### config.mk
export PLATFORM = sky130hd
export DESIGN_NAME = inode_bitmap_allocator
export DESIGN_NICKNAME = d
export VERILOG_FILES = /design/src/hdl/iba_pkg.sv /design/src/hdl/iba_dp.sv /design/src/hdl/iba_ctrl.sv /design/src/hdl/inode_bitmap_allocator.sv
export SDC_FILE = /design/constraint.sdc
export NUM_CORES = 2
export LEC_CHECK = 0
export BUFFER_PORTS_ARGS = -buffer_cell sky130_fd_sc_hd__clkbuf_2
export CAP_MARGIN = 20
export CORE_ASPECT_RATIO = 0.6
export CORE_UTILIZATION = 60
export DETAILED_ROUTE_END_ITERATION = 8
export GPL_TIMING_DRIVEN = 1
export HOLD_SLACK_MARGIN = 0.12
export PLACE_DENSITY = 0.76
export SYNTH_ARGS = -nofsm -noshare
export SYNTH_HDL_FRONTEND = slang
export SYNTH_HIERARCHICAL = 1
export SYNTH_SLANG_ARGS = --single-unit
### constraint.sdc
create_clock -name clk_i -period 19.6 [get_ports clk_i]
set_input_delay 3.92 -clock clk_i [delete_from_list [all_inputs] [get_ports clk_i]]
set_output_delay 3.92 -clock clk_i [all_outputs]
set_load 0.02 [all_outputs]
### src/hdl/iba_pkg.sv
package iba_pkg;

  localparam int BITMAP_BYTES    = 512;
  localparam int RESERVED_INODES = 2;
  localparam int TOTAL_BITS      = BITMAP_BYTES * 8;

  localparam int WORD_BITS = 64;
  localparam int POS_W     = $clog2(WORD_BITS);
  localparam int WORDS     = (TOTAL_BITS + WORD_BITS - 1) / WORD_BITS;
  localparam int ADDR_W    = (WORDS > 1) ? $clog2(WORDS) : 1;

  localparam int NUM_W     = 13;
  localparam int ST_W      = 2;
  localparam int SPAN_W    = $clog2(WORDS * WORD_BITS + 1);
  localparam int IDX_W     = (SPAN_W > NUM_W) ? SPAN_W : NUM_W;

  localparam int IN_DATA_W  = 16;
  localparam int IN_USER_W  = 1;
  localparam int OUT_DATA_W = 16;
  localparam int OUT_USER_W = ST_W;

  typedef enum logic [ST_W-1:0] {
    STS_ALLOCATED = 2'd0,
    STS_FULL      = 2'd1,
    STS_FREED     = 2'd2,
    STS_IGNORED   = 2'd3
  } status_e;

  typedef enum logic [0:0] {
    KIND_ALLOC = 1'b0,
    KIND_FREE  = 1'b1
  } kind_e;

  typedef enum logic [2:0] {
    S_IDLE,
    S_PRIME,
    S_SCAN,
    S_FREE_RD,
    S_FREE_WR,
    S_OUT
  } state_e;

  typedef struct packed {
    logic load_req;
    logic addr_inc;
    logic wr_alloc;
    logic wr_free;
    logic res_alloc;
    logic res_full;
    logic res_freed;
    logic res_ignored;
    logic out_load;
  } dp_cmd_t;

  typedef struct packed {
    logic req_free;
    logic free_ok;
    logic found;
    logic last_word;
  } dp_sts_t;

endpackage

### src/hdl/iba_dp.sv
module iba_dp (
  input  logic                            clk_i,
  input  logic                            rst_ni,
  input  logic [iba_pkg::IN_DATA_W-1:0]   s_tdata_i,
  input  logic [iba_pkg::IN_USER_W-1:0]   s_tuser_i,
  input  iba_pkg::dp_cmd_t                cmd_i,
  output iba_pkg::dp_sts_t                sts_o,
  output logic [iba_pkg::OUT_DATA_W-1:0]  m_tdata_o,
  output logic [iba_pkg::OUT_USER_W-1:0]  m_tuser_o
);
  import iba_pkg::*;

  logic [WORD_BITS-1:0] mem_q [WORDS];
  logic [WORDS-1:0]     row_vld_q;
  logic [WORD_BITS-1:0] rd_data_q;
  logic                 rd_vld_q;
  logic [ADDR_W-1:0]    addr_q;
  logic [ADDR_W-1:0]    chk_addr_q;
  logic [POS_W-1:0]     bit_q;
  logic [NUM_W-1:0]     res_num_q;
  status_e              res_st_q;
  logic [NUM_W-1:0]     out_num_q;
  status_e              out_st_q;

  logic [NUM_W-1:0]     req_num;
  logic [IDX_W-1:0]     req_idx;
  logic [ADDR_W-1:0]    req_addr;
  logic                 free_ok;
  logic                 req_free;
  logic [WORD_BITS-1:0] word;
  logic [WORD_BITS-1:0] free_w;
  logic [7:0]           byte_any;
  logic [2:0]           byte_sel;
  logic [7:0]           sel_bits;
  logic [2:0]           bit_sel;
  logic                 byte_hit;
  logic                 bit_hit;
  logic [POS_W-1:0]     pos;
  logic [31:0]          num_wide;
  logic [WORD_BITS-1:0] wdata;
  logic                 wr_en;
  logic                 last_word;

  assign req_num  = s_tdata_i[NUM_W-1:0];
  assign req_free = (s_tuser_i[0] == KIND_FREE);
  assign req_idx  = IDX_W'(req_num) - IDX_W'(1);
  assign req_addr = req_idx[ADDR_W+POS_W-1:POS_W];
  assign free_ok  = (req_num != '0) && (32'(req_num) <= 32'(TOTAL_BITS));

  assign word = rd_vld_q ? rd_data_q : '0;

  always_comb begin
    logic [31:0] g;
    for (int i = 0; i < WORD_BITS; i++) begin
      g = 32'({chk_addr_q, POS_W'(i)});
      free_w[i] = !(word[i] || (g < 32'(RESERVED_INODES)) || (g >= 32'(TOTAL_BITS)));
    end
  end

  always_comb begin
    for (int j = 0; j < 8; j++) begin
      byte_any[j] = |free_w[j*8 +: 8];
    end
  end

  always_comb begin
    byte_sel = '0;
    byte_hit = 1'b0;
    for (int j = 0; j < 8; j++) begin
      if (!byte_hit && byte_any[j]) begin
        byte_sel = 3'(j);
        byte_hit = 1'b1;
      end
    end
  end

  assign sel_bits = free_w[{byte_sel, 3'b000} +: 8];

  always_comb begin
    bit_sel = '0;
    bit_hit = 1'b0;
    for (int k = 0; k < 8; k++) begin
      if (!bit_hit && sel_bits[k]) begin
        bit_sel = 3'(k);
        bit_hit = 1'b1;
      end
    end
  end

  assign pos       = {byte_sel, bit_sel};
  assign num_wide  = 32'({chk_addr_q, pos}) + 32'd1;
  assign last_word = (chk_addr_q == ADDR_W'(WORDS - 1));
  assign wr_en     = cmd_i.wr_alloc || cmd_i.wr_free;
  assign wdata     = cmd_i.wr_alloc ? (word | (WORD_BITS'(1) << pos))
                                    : (word & ~(WORD_BITS'(1) << bit_q));

  always_ff @(posedge clk_i) begin
    if (wr_en) begin
      mem_q[chk_addr_q] <= wdata;
    end
    rd_data_q <= mem_q[addr_q];
  end

  always_ff @(posedge clk_i or negedge rst_ni) begin
    if (!rst_ni) begin
      row_vld_q  <= '0;
      rd_vld_q   <= 1'b0;
      addr_q     <= '0;
      chk_addr_q <= '0;
      bit_q      <= '0;
    end else begin
      rd_vld_q   <= row_vld_q[addr_q];
      chk_addr_q <= addr_q;
      if (wr_en) begin
        row_vld_q[chk_addr_q] <= 1'b1;
      end
      if (cmd_i.load_req) begin
        addr_q <= (req_free && free_ok) ? req_addr : '0;
        bit_q  <= req_idx[POS_W-1:0];
      end else if (cmd_i.addr_inc && (addr_q != ADDR_W'(WORDS - 1))) begin
        addr_q <= addr_q + ADDR_W'(1);
      end
    end
  end

  always_ff @(posedge clk_i) begin
    priority if (cmd_i.res_alloc) begin
      res_num_q <= num_wide[NUM_W-1:0];
      res_st_q  <= STS_ALLOCATED;
    end else if (cmd_i.res_full) begin
      res_num_q <= '0;
      res_st_q  <= STS_FULL;
    end else if (cmd_i.res_freed) begin
      res_num_q <= '0;
      res_st_q  <= STS_FREED;
    end else if (cmd_i.res_ignored) begin
      res_num_q <= '0;
      res_st_q  <= STS_IGNORED;
    end else begin
      res_num_q <= res_num_q;
      res_st_q  <= res_st_q;
    end
    if (cmd_i.out_load) begin
      out_num_q <= res_num_q;
      out_st_q  <= res_st_q;
    end
  end

  assign sts_o.req_free  = req_free;
  assign sts_o.free_ok   = free_ok;
  assign sts_o.found     = byte_hit;
  assign sts_o.last_word = last_word;

  assign m_tdata_o = OUT_DATA_W'(out_num_q);
  assign m_tuser_o = out_st_q;

endmodule

### src/hdl/iba_ctrl.sv
module iba_ctrl (
  input  logic             clk_i,
  input  logic             rst_ni,
  input  logic             s_tvalid_i,
  output logic             s_tready_o,
  output logic             m_tvalid_o,
  input  logic             m_tready_i,
  input  iba_pkg::dp_sts_t sts_i,
  output iba_pkg::dp_cmd_t cmd_o
);
  import iba_pkg::*;

  state_e state_q, state_d;
  logic   m_valid_q, m_valid_d;

  always_ff @(posedge clk_i or negedge rst_ni) begin
    if (!rst_ni) begin
      state_q   <= S_IDLE;
      m_valid_q <= 1'b0;
    end else begin
      state_q   <= state_d;
      m_valid_q <= m_valid_d;
    end
  end

  always_comb begin
    state_d    = state_q;
    cmd_o      = '0;
    s_tready_o = 1'b0;
    m_valid_d  = m_valid_q && !m_tready_i;
    unique case (state_q)
      S_IDLE: begin
        s_tready_o = 1'b1;
        if (s_tvalid_i) begin
          cmd_o.load_req = 1'b1;
          if (!sts_i.req_free) begin
            state_d = S_PRIME;
          end else if (sts_i.free_ok) begin
            state_d = S_FREE_RD;
          end else begin
            cmd_o.res_ignored = 1'b1;
            state_d           = S_OUT;
          end
        end
      end
      S_PRIME: begin
        cmd_o.addr_inc = 1'b1;
        state_d        = S_SCAN;
      end
      S_SCAN: begin
        if (sts_i.found) begin
          cmd_o.wr_alloc  = 1'b1;
          cmd_o.res_alloc = 1'b1;
          state_d         = S_OUT;
        end else if (sts_i.last_word) begin
          cmd_o.res_full = 1'b1;
          state_d        = S_OUT;
        end else begin
          cmd_o.addr_inc = 1'b1;
        end
      end
      S_FREE_RD: begin
        state_d = S_FREE_WR;
      end
      S_FREE_WR: begin
        cmd_o.wr_free   = 1'b1;
        cmd_o.res_freed = 1'b1;
        state_d         = S_OUT;
      end
      S_OUT: begin
        if (!m_valid_q || m_tready_i) begin
          cmd_o.out_load = 1'b1;
          m_valid_d      = 1'b1;
          state_d        = S_IDLE;
        end
      end
      default: begin
        state_d = S_IDLE;
      end
    endcase
  end

  assign m_tvalid_o = m_valid_q;

endmodule

### src/hdl/inode_bitmap_allocator.sv
// Inode bitmap allocator: 4096 in-use bits, bit n-1 for inode n.
// Slave channel takes one request per item: s_tuser_i is the kind (0 allocate,
// 1 free), s_tdata_i carries the inode to free. Master channel returns one
// item per request: m_tdata_o the granted inode (0 if none), m_tuser_o the
// status (0 allocated, 1 full, 2 freed, 3 free ignored).
// Allocate reads the bitmap one 64-bit word a cycle from the lowest word and
// stops at the first word with a clear bit outside the reserved inodes; the
// scan is bound by the single read port of the bitmap memory. Free is a
// read-modify-write of one word. One request is in work at a time; the next
// is accepted as soon as the result moves to the output register, even while
// that result still waits for m_tready_i.
// Reset clears a valid bit per word, so the whole bitmap reads as free at
// once and no clearing pass is needed. While the receiver stalls, the result
// holds in the output register and the next finished request waits in the
// result stage; no further request is accepted until the output register frees.
module inode_bitmap_allocator (
  input  logic                            clk_i,
  input  logic                            rst_ni,
  input  logic                            s_tvalid_i,
  output logic                            s_tready_o,
  input  logic [iba_pkg::IN_DATA_W-1:0]   s_tdata_i,   // [12:0] inode_number
  input  logic [iba_pkg::IN_USER_W-1:0]   s_tuser_i,   // [0] kind
  output logic                            m_tvalid_o,
  input  logic                            m_tready_i,
  output logic [iba_pkg::OUT_DATA_W-1:0]  m_tdata_o,   // [12:0] allocated_number
  output logic [iba_pkg::OUT_USER_W-1:0]  m_tuser_o    // [1:0] status
);
  import iba_pkg::*;

  dp_cmd_t cmd;
  dp_sts_t sts;

  iba_ctrl u_ctrl (
    .clk_i      (clk_i),
    .rst_ni     (rst_ni),
    .s_tvalid_i (s_tvalid_i),
    .s_tready_o (s_tready_o),
    .m_tvalid_o (m_tvalid_o),
    .m_tready_i (m_tready_i),
    .sts_i      (sts),
    .cmd_o      (cmd)
  );

  iba_dp u_dp (
    .clk_i     (clk_i),
    .rst_ni    (rst_ni),
    .s_tdata_i (s_tdata_i),
    .s_tuser_i (s_tuser_i),
    .cmd_i     (cmd),
    .sts_o     (sts),
    .m_tdata_o (m_tdata_o),
    .m_tuser_o (m_tuser_o)
  );

`ifndef SYNTHESIS
  a_busy_after_accept: assert property (@(posedge clk_i) disable iff (!rst_ni)
    s_tvalid_i && s_tready_o |=> !s_tready_o)
    else $error("request accepted while another is in work");

  a_no_overwrite: assert property (@(posedge clk_i) disable iff (!rst_ni)
    cmd.out_load |-> !m_tvalid_o || m_tready_i)
    else $error("pending result overwritten");

  a_zero_number: assert property (@(posedge clk_i) disable iff (!rst_ni)
    m_tvalid_o && m_tuser_o != STS_ALLOCATED |-> m_tdata_o == '0)
    else $error("nonzero inode number without a grant");

  a_single_write: assert property (@(posedge clk_i) disable iff (!rst_ni)
    cmd.wr_alloc || cmd.wr_free |=> !cmd.wr_alloc && !cmd.wr_free)
    else $error("bitmap written twice for one request");
`endif

endmodule
==> impl_metrics.csv <==
group,metric,value,unit
global_routing,grt_pass1_wl,674000,um
drt,ant_nets,0,
floorplan,die_area,0.275,mm^2
sta,fin_crit,7.97,ns
worst_setup_path,timing.critical_path.arrival,8.60,ns
worst_setup_path,critPathKind,"flip-flop to flip-flop",
global_routing,globalRoute.totalOverflow,0,
drt,first_pass_detailed_route_iteration_total,8,
power_and_ir_drop,total_leakage_power,0.0560,uW
yosys,mappedNetlistArea,0.163,mm^2
finish,share_of_cells_above_drive_strength_1,32.8,%
floorplan,die_width,676,um
cts,cts_root_buffer,"sky130_fd_sc_hd__clkbuf_16",
floorplan,placeableCoreArea,0.269,mm^2
yosys,synth_ff_type,"sky130_fd_sc_hd__edfxtp_1",
yosys,post_synth_fa_ha_maj_area_fraction,0.0689,%
sta,fin_worst_hold_slack,0.440,ns
job,max_cap_check_violation_count,0,
sta,finalHoldViolations,0,
yosys,post_synth_and_or_nand_nor_area_fraction,1.29,%
finish,area_delta_synth_final,11.3,%
yosys,post_synth_top_area_share,75.8,%
yosys,ys_seq_area_share,77.9,%
global_routing,grt_antenna_before_repair,27,
floorplan,rows,147,
cts,insertion_delay,0.92,ns
worst_hold_path,hold_path_startpoint,"u_dp/res_st_q[0]",
power_and_ir_drop,power.ir.vdd_worst,143,uV
global_routing,largest_net_degree_at_the_start_of_global_routing,109,
finish,num-nets-final,7040,
placed_design,hpwlAfterDp,238000,um
sta,timing_max_transition_violations_final,0,
yosys,synth.avg_cell_area,24.5,um^2
cts,post_cts.repair.setup_buffers,0,
sta,setup_tns,0,ns
worst_setup_path,timing.critical_path.from_type,"flip-flop",
yosys,largest_area_contributor_in_the_synthesized_netlist,"sky130_fd_sc_hd__edfxtp_1",
yosys,synth_cell_types,79,
finish,leading_cell_type_in_the_layout_fill_and_taps_excluded,"sky130_fd_sc_hd__edfxtp_1",
sta,max-slew-margin-rel,14.5,%
drt,wl,496000,um
sta,tightest_slew,1.28,ns
global_routing,first_global_vias,82100,
finish,mostFrequentLayoutCells,"sky130_fd_sc_hd__edfxtp_1, sky130_fd_sc_hd__mux4_2, sky130_fd_sc_hd__clkbuf_16",
yosys,asyncSetResetFlopFracSynth,2.03,%
outcome,status,"finished, final reports clean",
sta,min_period_over_period,40.7,%
worst_hold_path,timing.hold.worst.class,"flip-flop to flip-flop",
cts,cts.sinks,4277,
floorplan,design.portCount,41,
yosys,synth.top_cells.by_area,"sky130_fd_sc_hd__edfxtp_1, sky130_fd_sc_hd__mux4_2, sky130_fd_sc_hd__dfrtp_1, sky130_fd_sc_hd__dfxtp_1, sky130_fd_sc_hd__clkbuf_1",
worst_setup_path,critical_path.reg2reg.startpoint,"u_dp/rd_vld_q",
yosys,edff_count_synth,4124,
yosys,post_synth_mux_area_share,18.9,%
worst_setup_path,critical_path_fanouts_max,64,
drt,post_drt_via_cell_ratio,7.61,
cts,tritoncts.num_buffers,358,
global_routing,groute.usage.overall,36.4,%
floorplan,die_y,406,um
sta,fmax,125,MHz
sta,finalSetupViolations,0,
cts,cts_tree,"done",
yosys,synth-xor-area-share,0.0697,%
worst_setup_path,crit_required,20.23,ns
worst_setup_path,critical_path.endpoint_type,"flip-flop",
drt,dr_total_vias,82800,
yosys,synth-compound-area-share,0.885,%
floorplan,floorplan.initialDensity,60.7,%
worst_setup_path,cp-startpoint,"u_dp/rd_vld_q",
cts,post_cts_hold_buffer_count,0,
yosys,synthesis.instances,6678,
drt,initialDrtViolationCount,15900,
power_and_ir_drop,power-per-cell-area,148,mW/mm^2
sta,finalClockSkew,0.0607,ns
placed_design,dpl_worst_slack,11.85,ns
cts,cts_repair_resize_count,0,
drt,route.detailed.wl_per_inst,45.6,um
yosys,yosys_register_bits,4277,
sta,layout_setup_ws,11.63,ns
sta,rsz0062_at_grt,"no",
cts,cts.clk_slew.worst_paths,0.07,ns
cts,clock_tree.htree_level_count,5,
placed_design,portBuffers,34,
cts,cts.path.max_buffers,4,
drt,drc_violation_count_after_routing,0,
placed_design,routabilityCongestion,0.991,
yosys,synth.yosys.warnings,6,
yosys,combinational_family_with_the_most_area_after_synthesis,"multiplexers",
[final cells by class]
class,instances,area (um^2)
antenna,6,15.0
clock buffer,470,9680
clock inverter,181,1540
fill,15200,87200
inverter,14,52.6
multi-input combinational,2042,35900
sequential,4277,127000
tap,3576,4470
timing repair buffer,317,2810
[through the flow]
step / power (uW) / util, % / instance area (um^2) / std cells
floorplan: 17100 / - / 163000 / 6680
global placement: 19300 / 63.2 / 170000 / 10200
detailed placement: 19600 / 63.2 / 170000 / 10200
CTS: 26800 / 67.4 / 181000 / 10900
global route: 27500 / 67.6 / 182000 / 10900
finish: 27000 / 67.6 / 182000 / 10900
[where the power goes]
| part | internal, uW | switching [uW] |
|---|---|---|
| logic | 2980 | 4660 |
| registers | 11800 | 364 |
| clock network | 3780 | 3370 |
| total | 18600 | 8400 |
[worst max-delay path: stages, from the launching register on]
cell and delay, ns:
sky130_fd_sc_hd__dfrtp_2 0.79, sky130_fd_sc_hd__buf_4 0.57, sky130_fd_sc_hd__nand2_1 0.30, sky130_fd_sc_hd__or3_1 0.55, sky130_fd_sc_hd__nand2b_1 0.50, sky130_fd_sc_hd__or4_1 0.90
sky130_fd_sc_hd__nand2_2 0.40, sky130_fd_sc_hd__a311oi_1 0.29, sky130_fd_sc_hd__a21oi_1 0.48, sky130_fd_sc_hd__o21ai_0 0.17, sky130_fd_sc_hd__a211oi_1 0.30, sky130_fd_sc_hd__o21ai_0 0.25
sky130_fd_sc_hd__inv_1 0.14, sky130_fd_sc_hd__ha_1 0.36, sky130_fd_sc_hd__ha_1 0.26, sky130_fd_sc_hd__nand2_1 0.39, sky130_fd_sc_hd__o22ai_4 0.39, sky130_fd_sc_hd__buf_4 0.54
[per-layer routing]
metal  GRT usage (%)  vias up  share of wire [%]
li1                -    29600                  -
met1            51.2    43300                 34
met2            53.1     8376                 45
met3            12.6     1484                 17
met4            15.1       42                4.9
met5               0        -              0.061
[cells in the mapped netlist, drive strengths merged (4+ instances only)]
cell type  instances
a21o               4
a21oi             22
a31oi              7
and2               4
buf               97
clkbuf           250
dfrtp             87
dfxtp             66
edfxtp          4124
ha                 9
inv               14
mux2               4
mux2i              9
mux4            1365
nand2             94
nand2b             7
nand3             45
nand3b             5
nand4             15
nor2             137
nor2b             10
nor3              18
nor3b              5
o211ai            48
o21ai             62
o21bai             4
o22a               7
o22ai             21
or2               66
or3                8
or4                5
xnor2              8
xor2               5
[kinds of logic (layout without fill, tap and decap cells)]
family / count (synthesis) / after routing
adder cells (fa/ha/maj): 9 / 9
flip-flops: 4277 / 4277
AND/OR/NAND/NOR: 429 / 429
multiplexers: 1378 / 1378
other: 1 / 9
XOR/XNOR: 13 / 13
buffers and inverters: 361 / 982
AO/OA/AOI/OAI: 210 / 210
[final timing paths]
kind	slack [ns]	cells past startpoint	endpoint
worst min register to register	0.44	0	u_dp/m_tuser_o[0]
worst max register to register	11.63	17	u_dp/mem_q[17][55]
min in group asynchronous	2.87	1	u_dp/row_vld_q[1]
worst max-delay path	11.63	17	u_dp/mem_q[17][55]
max in group asynchronous	15.65	3	u_dp/rd_vld_q
worst min-delay path	0.44	0	u_dp/m_tuser_o[0]
[flip-flops by register name (all words and copies together), names as in the netlist]
signal / cells
u_dp/row_vld_q: 64
u_dp/res_num_q: 13
u_dp/addr_q: 6
u_ctrl/state_q: 3
u_dp/res_st_q: 2
u_dp/rd_vld_q: 1
u_dp/m_tuser_o: 2
u_ctrl/m_tvalid_o: 1
u_dp/out_num_q: 13
u_dp/rd_data_q: 64
u_dp/mem_q: 4096
u_dp/chk_addr_q: 6
u_dp/bit_q: 6
(Power assumes the default switching activity.)
